<file path="config.mk">
export PLATFORM = sky130hd
export DESIGN_NAME = rrts_ctrl
export DESIGN_NICKNAME = d
export VERILOG_FILES = /design/src/rtl/rrts_pkg.sv /design/src/rtl/rrts_ctrl.sv
export SDC_FILE = /design/constraint.sdc
export NUM_CORES = 1
export LEC_CHECK = 0
export ABC_AREA = 1
export BUFFER_PORTS_ARGS = -buffer_cell sky130_fd_sc_hd__buf_4
export CAP_MARGIN = 20
export CORE_AREA = 2 2 39 41
export CTS_CLUSTER_SIZE = 14
export DETAILED_ROUTE_END_ITERATION = 8
export DIE_AREA = 0 0 41 43
export GPL_ROUTABILITY_DRIVEN = 0
export GPL_TIMING_DRIVEN = 0
export PLACE_DENSITY = 0.51
export SYNTH_ARGS = -nofsm -noshare
export SYNTH_HDL_FRONTEND = slang
export SYNTH_SLANG_ARGS = --single-unit
</file>
<file path="constraint.sdc">
create_clock -name clk -period 0.9 [get_ports clk]
set_input_delay 0.045 -clock clk [delete_from_list [all_inputs] [get_ports clk]]
set_output_delay 0.045 -clock clk [all_outputs]
set_load 0.03 [all_outputs]
</file>
<file path="src/rtl/rrts_pkg.sv">
// ----------------------------------------------------------------------------
// rrts_pkg
// Shared types and constants of the rate limited round robin tx scheduler.
// ----------------------------------------------------------------------------
package rrts_pkg;

	localparam int NODE_COUNT  = 4;
	localparam int FRAME_SLOTS = 8;
	localparam int NODE_W      = (NODE_COUNT > 1) ? $clog2(NODE_COUNT) : 1;
	localparam int SLOT_W      = (FRAME_SLOTS > 1) ? $clog2(FRAME_SLOTS) : 1;
	localparam int CNT_W       = $clog2(FRAME_SLOTS + 1);
	localparam int MEM_DEPTH   = NODE_COUNT * FRAME_SLOTS;
	localparam int ADDR_W      = $clog2(MEM_DEPTH);
	localparam int SCAN_W      = $clog2(NODE_COUNT + 1);
	localparam int HDR_W       = 15;
	localparam logic [3:0] MAX_LEN  = 4'd8;
	localparam logic [3:0] SENT_MOD = 4'd10;

	typedef enum logic [2:0] {
		KIND_TICK    = 3'd0,
		KIND_ENQUEUE = 3'd1,
		KIND_SEND    = 3'd2,
		KIND_BUS_ERR = 3'd3,
		KIND_BUS_RST = 3'd4,
		KIND_TIMEOUT = 3'd5
	} kind_t;

	typedef enum logic [2:0] {
		ERR_NONE    = 3'd0,
		ERR_OVERRUN = 3'd1,
		ERR_REFUSED = 3'd2,
		ERR_BUS     = 3'd3,
		ERR_TIMEOUT = 3'd4
	} err_t;

	localparam logic [2:0] CFG_TIMEOUT = 3'd4;

	typedef enum logic [2:0] {
		ST_IDLE,
		ST_SCAN,
		ST_READ,
		ST_POP,
		ST_OUT
	} state_t;

	typedef struct packed {
		logic load;
		logic exec;
		logic scan_start;
		logic scan_step;
		logic pop;
		logic result;
	} cmd_t;

	typedef struct packed {
		logic is_send;
		logic scan_hit;
		logic scan_done;
	} sts_t;

endpackage

</file>
<file path="src/rtl/rrts_ctrl.sv">
// ----------------------------------------------------------------------------
// rrts_ctrl
// Sequencer: accept a word, run it, scan nodes, pop, present the result.
// ----------------------------------------------------------------------------
module rrts_ctrl (
	input  logic           clk,
	input  logic           arst_n,
	input  logic           in_fire,
	input  logic           out_fire,
	input  rrts_pkg::sts_t sts,
	output rrts_pkg::cmd_t cmd,
	output logic           in_ready,
	output logic           out_valid
);

	rrts_pkg::state_t state_q, state_d;

	always_ff @(posedge clk or negedge arst_n) begin
		if (!arst_n)
			state_q <= rrts_pkg::ST_IDLE;
		else
			state_q <= state_d;
	end

	always_comb begin
		state_d = state_q;
		cmd = '0;
		in_ready = 1'b0;
		out_valid = 1'b0;
		unique case (state_q)
			rrts_pkg::ST_IDLE: begin
				in_ready = 1'b1;
				if (in_fire) begin
					cmd.load = 1'b1;
					state_d = rrts_pkg::ST_SCAN;
				end
			end
			rrts_pkg::ST_SCAN: begin
				cmd.exec = 1'b1;
				cmd.scan_start = 1'b1;
				state_d = sts.is_send ? rrts_pkg::ST_READ : rrts_pkg::ST_POP;
			end
			rrts_pkg::ST_READ: begin
				if (sts.scan_done) begin
					cmd.result = 1'b1;
					state_d = rrts_pkg::ST_OUT;
				end else if (sts.scan_hit) begin
					state_d = rrts_pkg::ST_POP;
					cmd.pop = 1'b1;
				end else begin
					cmd.scan_step = 1'b1;
				end
			end
			rrts_pkg::ST_POP: begin
				cmd.result = 1'b1;
				state_d = rrts_pkg::ST_OUT;
			end
			rrts_pkg::ST_OUT: begin
				out_valid = 1'b1;
				if (out_fire)
					state_d = rrts_pkg::ST_IDLE;
			end
			default: state_d = rrts_pkg::ST_IDLE;
		endcase
	end

	assert property (@(posedge clk) disable iff (!arst_n)
		!(in_ready && out_valid))
		else $error("ready while holding result");
	assert property (@(posedge clk) disable iff (!arst_n)
		in_fire |=> cmd.exec)
		else $error("accepted word not executed");
	assert property (@(posedge clk) disable iff (!arst_n)
		cmd.result |=> out_valid)
		else $error("result not presented");

endmodule

</file>
==> reports/results.txt, run 1 <==
most common cell after layout, fill and taps aside -> buf_4
PnR Total Power -> 1.869 mW
clock tree from TritonCTS -> yes
CTS buffer count -> 3
H-Tree Depth -> 1
RSZ-0062 raised after global routing -> true
Post-Route WL -> 597 um
Hold Vio Cnt, Final -> 0
Synth top area share -> 34.48%
cell taking the most area after synthesis -> dfrtp_1
crit path DAT -> 1140 ps
max-cap violations -> 0
Initial Utilization -> 15.73%
Seq cells post-synth -> 3
Final Max Slew Viols -> 0
die area -> 0.001763 sq mm
synth top area cells -> dfrtp_1 (34%), inv_1 (17%), nand2_1 (10%), nor2_1 (10%), nand3_1 (9.2%)
power density over the cells -> 3688 mW/mm^2
fraction of layout cells with a size suffix above 1 -> 70.49%
Critical Path Fanout Max -> 3
skew final -> 0.8013 ps
# IOs -> 15
vias in the first global route -> 256
Largest register FFs -> 3
initial antenna violation count -> 0
drt first pass iters -> 1
Critical Path RT -> 850 ps
Die Y -> 43 um
min Tclk post-route -> 1187 ps
IO buf count -> 14
CP max-delay cell -> dfrtp_2
post-synthesis cell area -> 217.7 sq um
NumNets Final -> 69
maximum number of pins on one net before global-route repair -> 6
DP Area -> 364.1 sq um
Place WS -> -105.3 ps
Crit path buffers/inverters -> 3
Worst-Margin Slew -> 148.3 ps
first-pass GRT wire length -> 869 um
Non-Filler Instances -> 77
GRT overflow -> 0
Remaining DRCs -> 0
vias post-DR -> 293
Reg area -> 78.83 sq um
Clock Tree Buf Depth -> 2
First DRT Iteration DRCs -> 0
synth unique cells -> 10
Hold WS -> 64.01 ps
Reg clk slew, reported paths -> 40 ps
n_diodes -> 0
clock latency on the worst-skew pair -> 230 ps
Design Area, Final -> 506.7 sq um
hpwl dp -> 427.2 um
Fill cells -> 157
multi-input logic area -> 142.6 sq um
sequential area share after synthesis -> 34.48%
Final setup violation count -> 11
Core Area -> 0.001384 sq mm
Tcrit/Tclk final -> 131.9%
placed cells -> 66
Largest Register -> state_q
Yosys warnings -> 0
Cell Rows -> 14
Syn Inst Count -> 36
area added between synthesis and finish -> 132.8%
failing checks -> negative setup slack
clock root buffer -> clkbuf_4
ANT nets after route -> 0
Top delay family on crit path -> flip-flops
PnR worst setup slack -> -287.4 ps
CP max stage delay -> 430 ps
status -> finished, violations left
WL per Instance -> 7.753 um
worst hold path class -> in2reg
critical path endpoint category -> output port
Slew HR -> 90.12%
most frequent cells in the layout -> buf_4 (13), buf_6 (8), inv_1 (6)
vias per std cell -> 3.805
Clock Sinks -> 3
fmax -> 842.2 MHz
Worst IR Drop VDD -> 1900 uV
cell breakdown of the critical path -> nor2_4 -> nand2_2 -> inv_2 -> buf_6 -> buf_6
post-synthesis average cell area -> 6.047 sq um
Pleak -> 0.2808 nW
Top cell by count, worst path -> buf_6
Die Span X -> 41 um
WS Path Type -> reg2out
Global Route Usage Sum -> 7.538%
Top Registers -> state_q x3
Critical Path Source Type -> flip-flop
Post-Syn Nets -> 43
## worst min-delay path, delay by kind of cell
family                 cells  cell delay, ps
and+or+nand+nor            1              50
AOI/OAI and AO/OA          1              60
buffers and inverters      1             110
## through the flow
step                      TNS (ps)  utilization (%)
final                        -2362            36.62
after detailed placement    -522.2            26.31
after floorplan             -158.4                -
after global placement      -531.6            26.31
after CTS                    -2542            32.46
after global routing         -2937            36.62
## routing by layer
layer	vias to the layer above	global-route usage (%)	part of all wire (%)
met4	0	6.000	0
li1	154	-	-
met5	-	0	0
met3	0	2.094	7.0
met2	8	11.56	56
met1	131	8.065	37
## worst paths after layout
kind                             from         end  slack, ps  cells past startpoint
min reg2reg                state_q[0]  state_q[2]        600                      2
max                        state_q[1]      cmd[4]       -290                      5
min                            sts[0]  state_q[2]         60                      3
max reg2reg                state_q[2]  state_q[0]       -190                      5
min in group asynchronous      arst_n  state_q[1]        140                      2
max in group asynchronous      arst_n  state_q[0]        650                      2
## layout make-up
type | count | area share, %
Sequential cell | 3 | 15.56
Clock buffer | 4 | 5.185
Inverter | 11 | 8.148
Buffer | 1 | 2.222
Multi-Input combinational cell | 21 | 28.15
Tap cell | 16 | 3.951
Timing Repair Buffer | 21 | 36.79
## synthesized netlist by cell type
master	instances
nand2_1	6
o21ai_1	2
nor2_1	6
nor2_2	2
dfrtp_1	3
nand2_2	1
nand3_1	4
buf_4	1
inv_2	1
inv_1	10
## repair_timing
item                                   CTS  global route
cloned                                   0             0
endpoints found under the hold margin    3             0
setup endpoints to repair                9            11
hold buffers                             1             0
resized for setup                        5            14
pin swaps                                3             5
setup buffers                            4             2
## report_power, final
group	internal, mW	total (mW)	switching, mW
logic	0.600	1.30	0.701
registers	0.212	0.334	0.122
clock network	0.166	0.233	0.0667
## cell families after synthesis
family                 after synthesis  synth area share, %
flip-flops                           3                34.48
AO/OA/AOI/OAI                        2                4.598
buffers and inverters               12                22.42
AND/OR/NAND/NOR                     19                38.51
No activity file was read; power rests on OpenSTA's default activity.
==> run 2, diff against run 1 <==
--- a/config.mk
+++ b/config.mk
@@ -13,7 +13,7 @@
 export DETAILED_ROUTE_END_ITERATION = 8
 export DIE_AREA = 0 0 41 43
-export GPL_ROUTABILITY_DRIVEN = 0
 export GPL_TIMING_DRIVEN = 0
 export PLACE_DENSITY = 0.51
+export SETUP_SLACK_MARGIN = 0.3
 export SYNTH_ARGS = -nofsm -noshare
 export SYNTH_HDL_FRONTEND = slang
==> constraint.sdc (replaced) <==
create_clock -name clk -period 0.9 [get_ports clk]
set_input_delay 0.045 -clock clk [delete_from_list [all_inputs] [get_ports clk]]
set_output_delay 0.045 -clock clk [all_outputs]
set_load 0.05 [all_outputs]
==> reports/results.txt, run 2 (synthesis results as in run 1) <==
Worst IR Drop VDD -> 1187 uV (-38%)
initial antenna violation count -> 0 (unchanged)
Global Route Usage Sum -> 8.442% (+0.90 points)
vias in the first global route -> 269 (+5.1%)
crit path DAT -> 1200 ps (+60 ps)
worst hold path class -> in2reg
clock tree from TritonCTS -> yes
Crit path buffers/inverters -> 3 (unchanged)
CP max-delay cell -> dfrtp_2
Hold WS -> 73.58 ps (+9.571 ps)
GRT overflow -> 0 (unchanged)
vias per std cell -> 3.808 (about the same)
Largest register FFs -> 3 (unchanged)
Reg clk slew, reported paths -> 30 ps (about the same)
Comb pwr share -> 73.9% (+4.2 points)
PnR Total Power -> 2.124 mW (+14%)
Remaining DRCs -> 0 (unchanged)
most frequent cells in the layout -> buf_4 (9), inv_1 (6)
Place WS -> -189.8 ps (-84.52 ps)
Net Switching -> 1.131 mW (+27%)
H-Tree Depth -> 1 (unchanged)
IO buf count -> 14 (unchanged)
clock latency on the worst-skew pair -> 240 ps (about the same)
Die Y -> 43 um (unchanged)
Crit. Startpoint -> state_q[2]
area added between synthesis and finish -> 133.3%
CTS buffer count -> 3 (unchanged)
reg2reg start -> state_q[1]
Final Max Slew Viols -> 0 (unchanged)
Slew HR -> 87.51% (-2.6 points)
Hold Crit Start -> sts[0]
Top cell by count, worst path -> buf_8
skew final -> 2.871 ps (+2.070 ps)
Largest Register -> state_q
switching share of power -> 53.25% (+5.6 points)
vias post-DR -> 278 (-5.1%)
die area -> 0.001763 sq mm (unchanged)
Power Internal -> 0.9928 mW (+1.5%)
First DRT Iteration DRCs -> 2 (+2)
max-cap violations -> 0 (unchanged)
Critical Path Fanout Max -> 4 (+1)
PnR worst setup slack -> -348.6 ps (-61.16 ps)
# IOs -> 15 (unchanged)
power density over the cells -> 4181 mW/mm^2 (+13%)
NumNets Final -> 65 (-5.8%)
first-pass GRT wire length -> 966 um (+11%)
Flop pwr share -> 14.8% (-3.1 points)
Top delay family on crit path -> flip-flops
status -> finished, violations left
maximum number of pins on one net before global-route repair -> 6 (unchanged)
Critical Path Source Type -> flip-flop
Die Span X -> 41 um (unchanged)
WL per Instance -> 7.712 um (-0.53%)
Top Registers -> state_q x3
ANT nets after route -> 0 (unchanged)
GPL Wtd Cong -> 0.7511
RSZ-0062 raised after global routing -> true
drt first pass iters -> 4 (+3)
Post-Route WL -> 563 um (-5.7%)
clock root buffer -> clkbuf_4
Design Area, Final -> 508.0 sq um (+0.25%)
Cell Rows -> 14 (unchanged)
cell breakdown of the critical path -> nor2_4 -> nand2_2 -> clkinvlp_4 -> buf_8 -> buf_8
failing checks -> negative setup slack
most common cell after layout, fill and taps aside -> buf_4
Clock Sinks -> 3 (unchanged)
min Tclk post-route -> 1249 ps (+61.16 ps)
Critical Path RT -> 850 ps (about the same)
clock power share -> 11.3% (-1.1 points)
fraction of layout cells with a size suffix above 1 -> 68.42% (-2.1 points)
Worst-Margin Slew -> 186.1 ps (+37.83 ps)
Final setup violation count -> 11 (unchanged)
Initial Utilization -> 15.73% (unchanged)
Core Area -> 0.001384 sq mm (unchanged)
CP max stage delay -> 440 ps (about the same)
n_diodes -> 0 (unchanged)
fmax -> 800.9 MHz (-4.9%)
critical path endpoint category -> output port
Hold Vio Cnt, Final -> 0 (unchanged)
hpwl dp -> 437.7 um (+2.5%)
Pleak -> 0.2519 nW (-10%)
Clock Tree Buf Depth -> 2 (unchanged)
Tcrit/Tclk final -> 138.7% (+6.8 points)
WS Path Type -> reg2out
DP Area -> 396.6 sq um (+8.9%)
-- run 2: cell types whose count changed in the layout (fill, tap and decap cells not counted), sizes merged --
cell	before	now
buf	21	17
inv	11	8
clkinvlp	0	3
-- run 2: what timing repair did --
action | in CTS | in global routing
endpoints found under the setup margin | 11 | 11
hold buffers | 1 | 0
endpoints found under the hold margin | 3 | 0
buffers inserted | 2 | 0
pin swaps | 1 | 0
resized for setup | 15 | 1
-- run 2: layout make-up --
class | instances | area (sq um)
Fill cell | 150 | 875.8
Timing Repair Buffer | 17 | 167.7
Multi-Input combinational cell | 21 | 148.9
Sequential cell | 3 | 77.57
Inverter | 11 | 52.55
Clock buffer | 4 | 26.28
Tap cell | 16 | 20.02
Buffer | 1 | 15.01
-- run 2: path summary, 6_finish.rpt --
kind / to / slack, ps / cells past startpoint
setup reg to reg: state_q[0] / -200 / 7
setup / recovery: cmd[4] / -350 / 5
max in group asynchronous: state_q[2] / 660 / 2
min in group asynchronous: state_q[1] / 140 / 2
hold reg to reg: state_q[1] / 610 / 2
hold / removal: state_q[2] / 70 / 3
-- run 2: stage by stage --
stage / util [%] / setup TNS (ps) / std cells
floorplan: - / -709.7 / 36
global placement: 28.66 / -1203 / 66
detailed placement: 28.66 / -1187 / 66
CTS: 36.17 / -2736 / 73
global route: 36.71 / -3545 / 73
finish: 36.71 / -2748 / 73
-- run 2: routing by layer --
| layer | up-vias | track usage [%] | routed length [um] |
|---|---|---|---|
| li1 | 144 | - | - |
| met1 | 125 | 8.710 | 224 |
| met2 | 9 | 12.81 | 280 |
| met3 | 0 | 8.377 | 57 |
| met4 | 0 | 0 | 0 |
| met5 | - | 0 | 0 |
-- run 2: power groups by stage --
stage               registers, mW  logic (mW)  clock network (mW)
finish                      0.315        1.57               0.240
global route                0.327        1.67               0.267
CTS                         0.312        1.57               0.252
detailed placement          0.291        1.31                   0
global placement            0.295        1.31                   0
floorplan                   0.277        1.03                   0
-- run 2: worst min-delay path, delay by kind of cell --
family          cells  cell delay (ps)
compound gates      1               70
buf+inv             1               90
simple gates        1               70
==> run 3, diff against run 2 <==
Settings changed: CTS_CLUSTER_DIAMETER from default to 120, PLACE_DENSITY 0.51 to default, PLACE_DENSITY_LB_ADDON from default to 0.12, TNS_END_PERCENT from default to 5.
==> reports/results.txt, run 3 (synthesis results as in run 1) <==
fmax -> 815.8 MHz (+1.9%)
Reg clk slew, reported paths -> 40 ps (about the same)
H-Tree Depth -> 1 (unchanged)
most common cell after layout, fill and taps aside -> buf_4
routing usage on met2 -> 11.56% (-1.2 points)
vias per std cell -> 3.716 (-2.4%)
Clock Sinks -> 3 (unchanged)
skew final -> 2.488 ps (-0.3834 ps)
WS Path Type -> reg2out
CP max stage delay -> 440 ps (about the same)
power density over the cells -> 4105 mW/mm^2 (-1.8%)
most crowded layer after global routing -> met1
Core Area -> 0.001384 sq mm (unchanged)
Register-to-Register Path Depth -> 5 (-2)
Tcrit/Tclk final -> 136.2% (-2.5 points)
RSZ-0062 raised after global routing -> true
Net Switching -> 1.080 mW (-4.5%)
NumNets Final -> 66 (+1.5%)
Die Span X -> 41 um (unchanged)
Hold Crit Start -> sts[0]
Worst-Margin Slew -> 168.0 ps (-18.04 ps)
IO buf count -> 14 (unchanged)
Global Route Usage Sum -> 9.246% (+0.80 points)
Pleak -> 0.2672 nW (+6.1%)
Largest Register -> state_q
GPL Wtd Cong -> 0.7329 (-2.4%)
Comb pwr share -> 72.8% (-1.1 points)
PnR worst setup slack -> -325.8 ps (+22.79 ps)
Top Registers -> state_q x3
Power Internal -> 0.9432 mW (-5.0%)
Critical Path RT -> 850 ps (about the same)
clock tree from TritonCTS -> yes
Initial Utilization -> 15.73% (unchanged)
Worst R2R Setup Slack -> -170 ps (+30 ps)
WL per Instance -> 7.932 um (+2.9%)
crit path DAT -> 1180 ps (-20 ps)
min Tclk post-route -> 1226 ps (-22.79 ps)
Remaining DRCs -> 0 (unchanged)
Hold Vio Cnt, Final -> 0 (unchanged)
most frequent cells in the layout -> buf_4 (9), inv_1 (8), buf_6 (6)
Worst IR Drop VDD -> 1375 uV (+16%)
worst hold path class -> in2reg
switching share of power -> 53.39% (+0.14 points)
Hold Crit Endpoint -> state_q[2]
Final setup violation count -> 10 (-1)
ANT nets after route -> 0 (unchanged)
reg2reg start -> state_q[0]
clock latency on the worst-skew pair -> 230 ps (about the same)
Top cell by count, worst path -> buf_8
Final Max Slew Viols -> 0 (unchanged)
CTS buffer count -> 3 (unchanged)
max-cap violations -> 0 (unchanged)
First DRT Iteration DRCs -> 1 (-1)
hpwl dp -> 458.7 um (+4.8%)
Largest register FFs -> 3 (unchanged)
Hold Path Depth -> 3 (unchanged)
Cell Rows -> 14 (unchanged)
clock root buffer -> clkbuf_4
area added between synthesis and finish -> 126.4%
GRT overflow -> 0 (unchanged)
first-pass GRT wire length -> 1062 um (+9.9%)
critical path endpoint category -> output port
vias in the first global route -> 286 (+6.3%)
Non-Filler Instances -> 74 (+1.4%)
cell breakdown of the critical path -> nor2_4 -> nand2_2 -> clkinvlp_4 -> buf_8 -> buf_8
met1 Use GR -> 11.94% (+3.2 points)
Critical Path Fanout Max -> 4 (unchanged)
Hold WS -> 78.57 ps (+4.991 ps)
failing checks -> negative setup slack
fraction of layout cells with a size suffix above 1 -> 62.07% (-6.4 points)
Slew HR -> 88.72% (+1.2 points)
Flop pwr share -> 15.5% (+0.7 points)
Clock Tree Buf Depth -> 2 (unchanged)
clock power share -> 11.7% (+0.4 points)
initial antenna violation count -> 0 (unchanged)
n_diodes -> 0 (unchanged)
die area -> 0.001763 sq mm (unchanged)
status -> finished, violations left
maximum number of pins on one net before global-route repair -> 6 (unchanged)
vias post-DR -> 275 (-1.1%)
Critical Path Source Type -> flip-flop
Post-Route WL -> 587 um (+4.3%)
FF-to-FF End -> state_q[0]
# IOs -> 15 (unchanged)
met3 usage -> 4.712% (-3.7 points)
CP max-delay cell -> dfrtp_2
drt first pass iters -> 2 (-2)
placed cells -> 66 (unchanged)
Die Y -> 43 um (unchanged)
==> run 3: cell type report <==
cell class	instances	area [sq um]
fillers	152	890.9
repair buffers	18	175.2
multi-input cells	21	133.9
well taps	16	20.02
plain buffers	1	15.01
clock buffers	4	26.28
inverters	11	45.04
flip-flops and latches	3	77.57
==> run 3: power groups by stage <==
stage	Combinational (mW)	Sequential [mW]	Clock, mW
floorplan	0.976	0.273	0
global placement	1.27	0.290	0
detailed placement	1.27	0.290	0
CTS	1.44	0.302	0.254
global route	1.58	0.325	0.265
finish	1.47	0.313	0.236
==> run 3: layer usage <==
layer,up-vias,wire (um)
met5,-,0
li1,146,-
met4,0,0
met1,120,262
met3,0,33
met2,9,291
==> run 3: worst max-delay path: cells and delay by family, from the launching register on <==
family / cells / cell delay [ps]
flops: 1 / 440
simple gates: 2 / 210
buf+inv: 3 / 300
==> run 3: stage by stage <==
step | instance area, sq um | setup slack, ps | power (mW) | util, % | setup TNS (ps)
CTS | 474.2 | -364.0 | 1.998 | 34.27 | -2889
finish | 493.0 | -325.8 | 2.024 | 35.62 | -2557
global route | 493.0 | -405.6 | 2.175 | 35.62 | -3371
global placement | 376.6 | -194.4 | 1.563 | 27.22 | -1101
detailed placement | 376.6 | -184.5 | 1.558 | 27.22 | -1043
floorplan | 251.5 | -193.7 | 1.249 | - | -926.9
==> run 3: repair_timing <==
item	4_1_cts	5_1_grt
buffers inserted	3	0
gates resized for setup	11	6
pin swaps	5	1
setup endpoints to repair	11	11
hold buffers	1	0
endpoints found under the hold margin	3	0
==> run 3: worst max path at each step <==
stage	from	to	slack, ps	depth (start not counted)
final	state_q[2]	cmd[4]	-330	5
after floorplan	state_q[1]	cmd[4]	-190	4
after detailed placement	state_q[1]	cmd[4]	-180	5
after CTS	state_q[1]	cmd[2]	-360	5
after global routing	state_q[2]	cmd[4]	-410	5
after global placement	state_q[1]	cmd[4]	-190	5
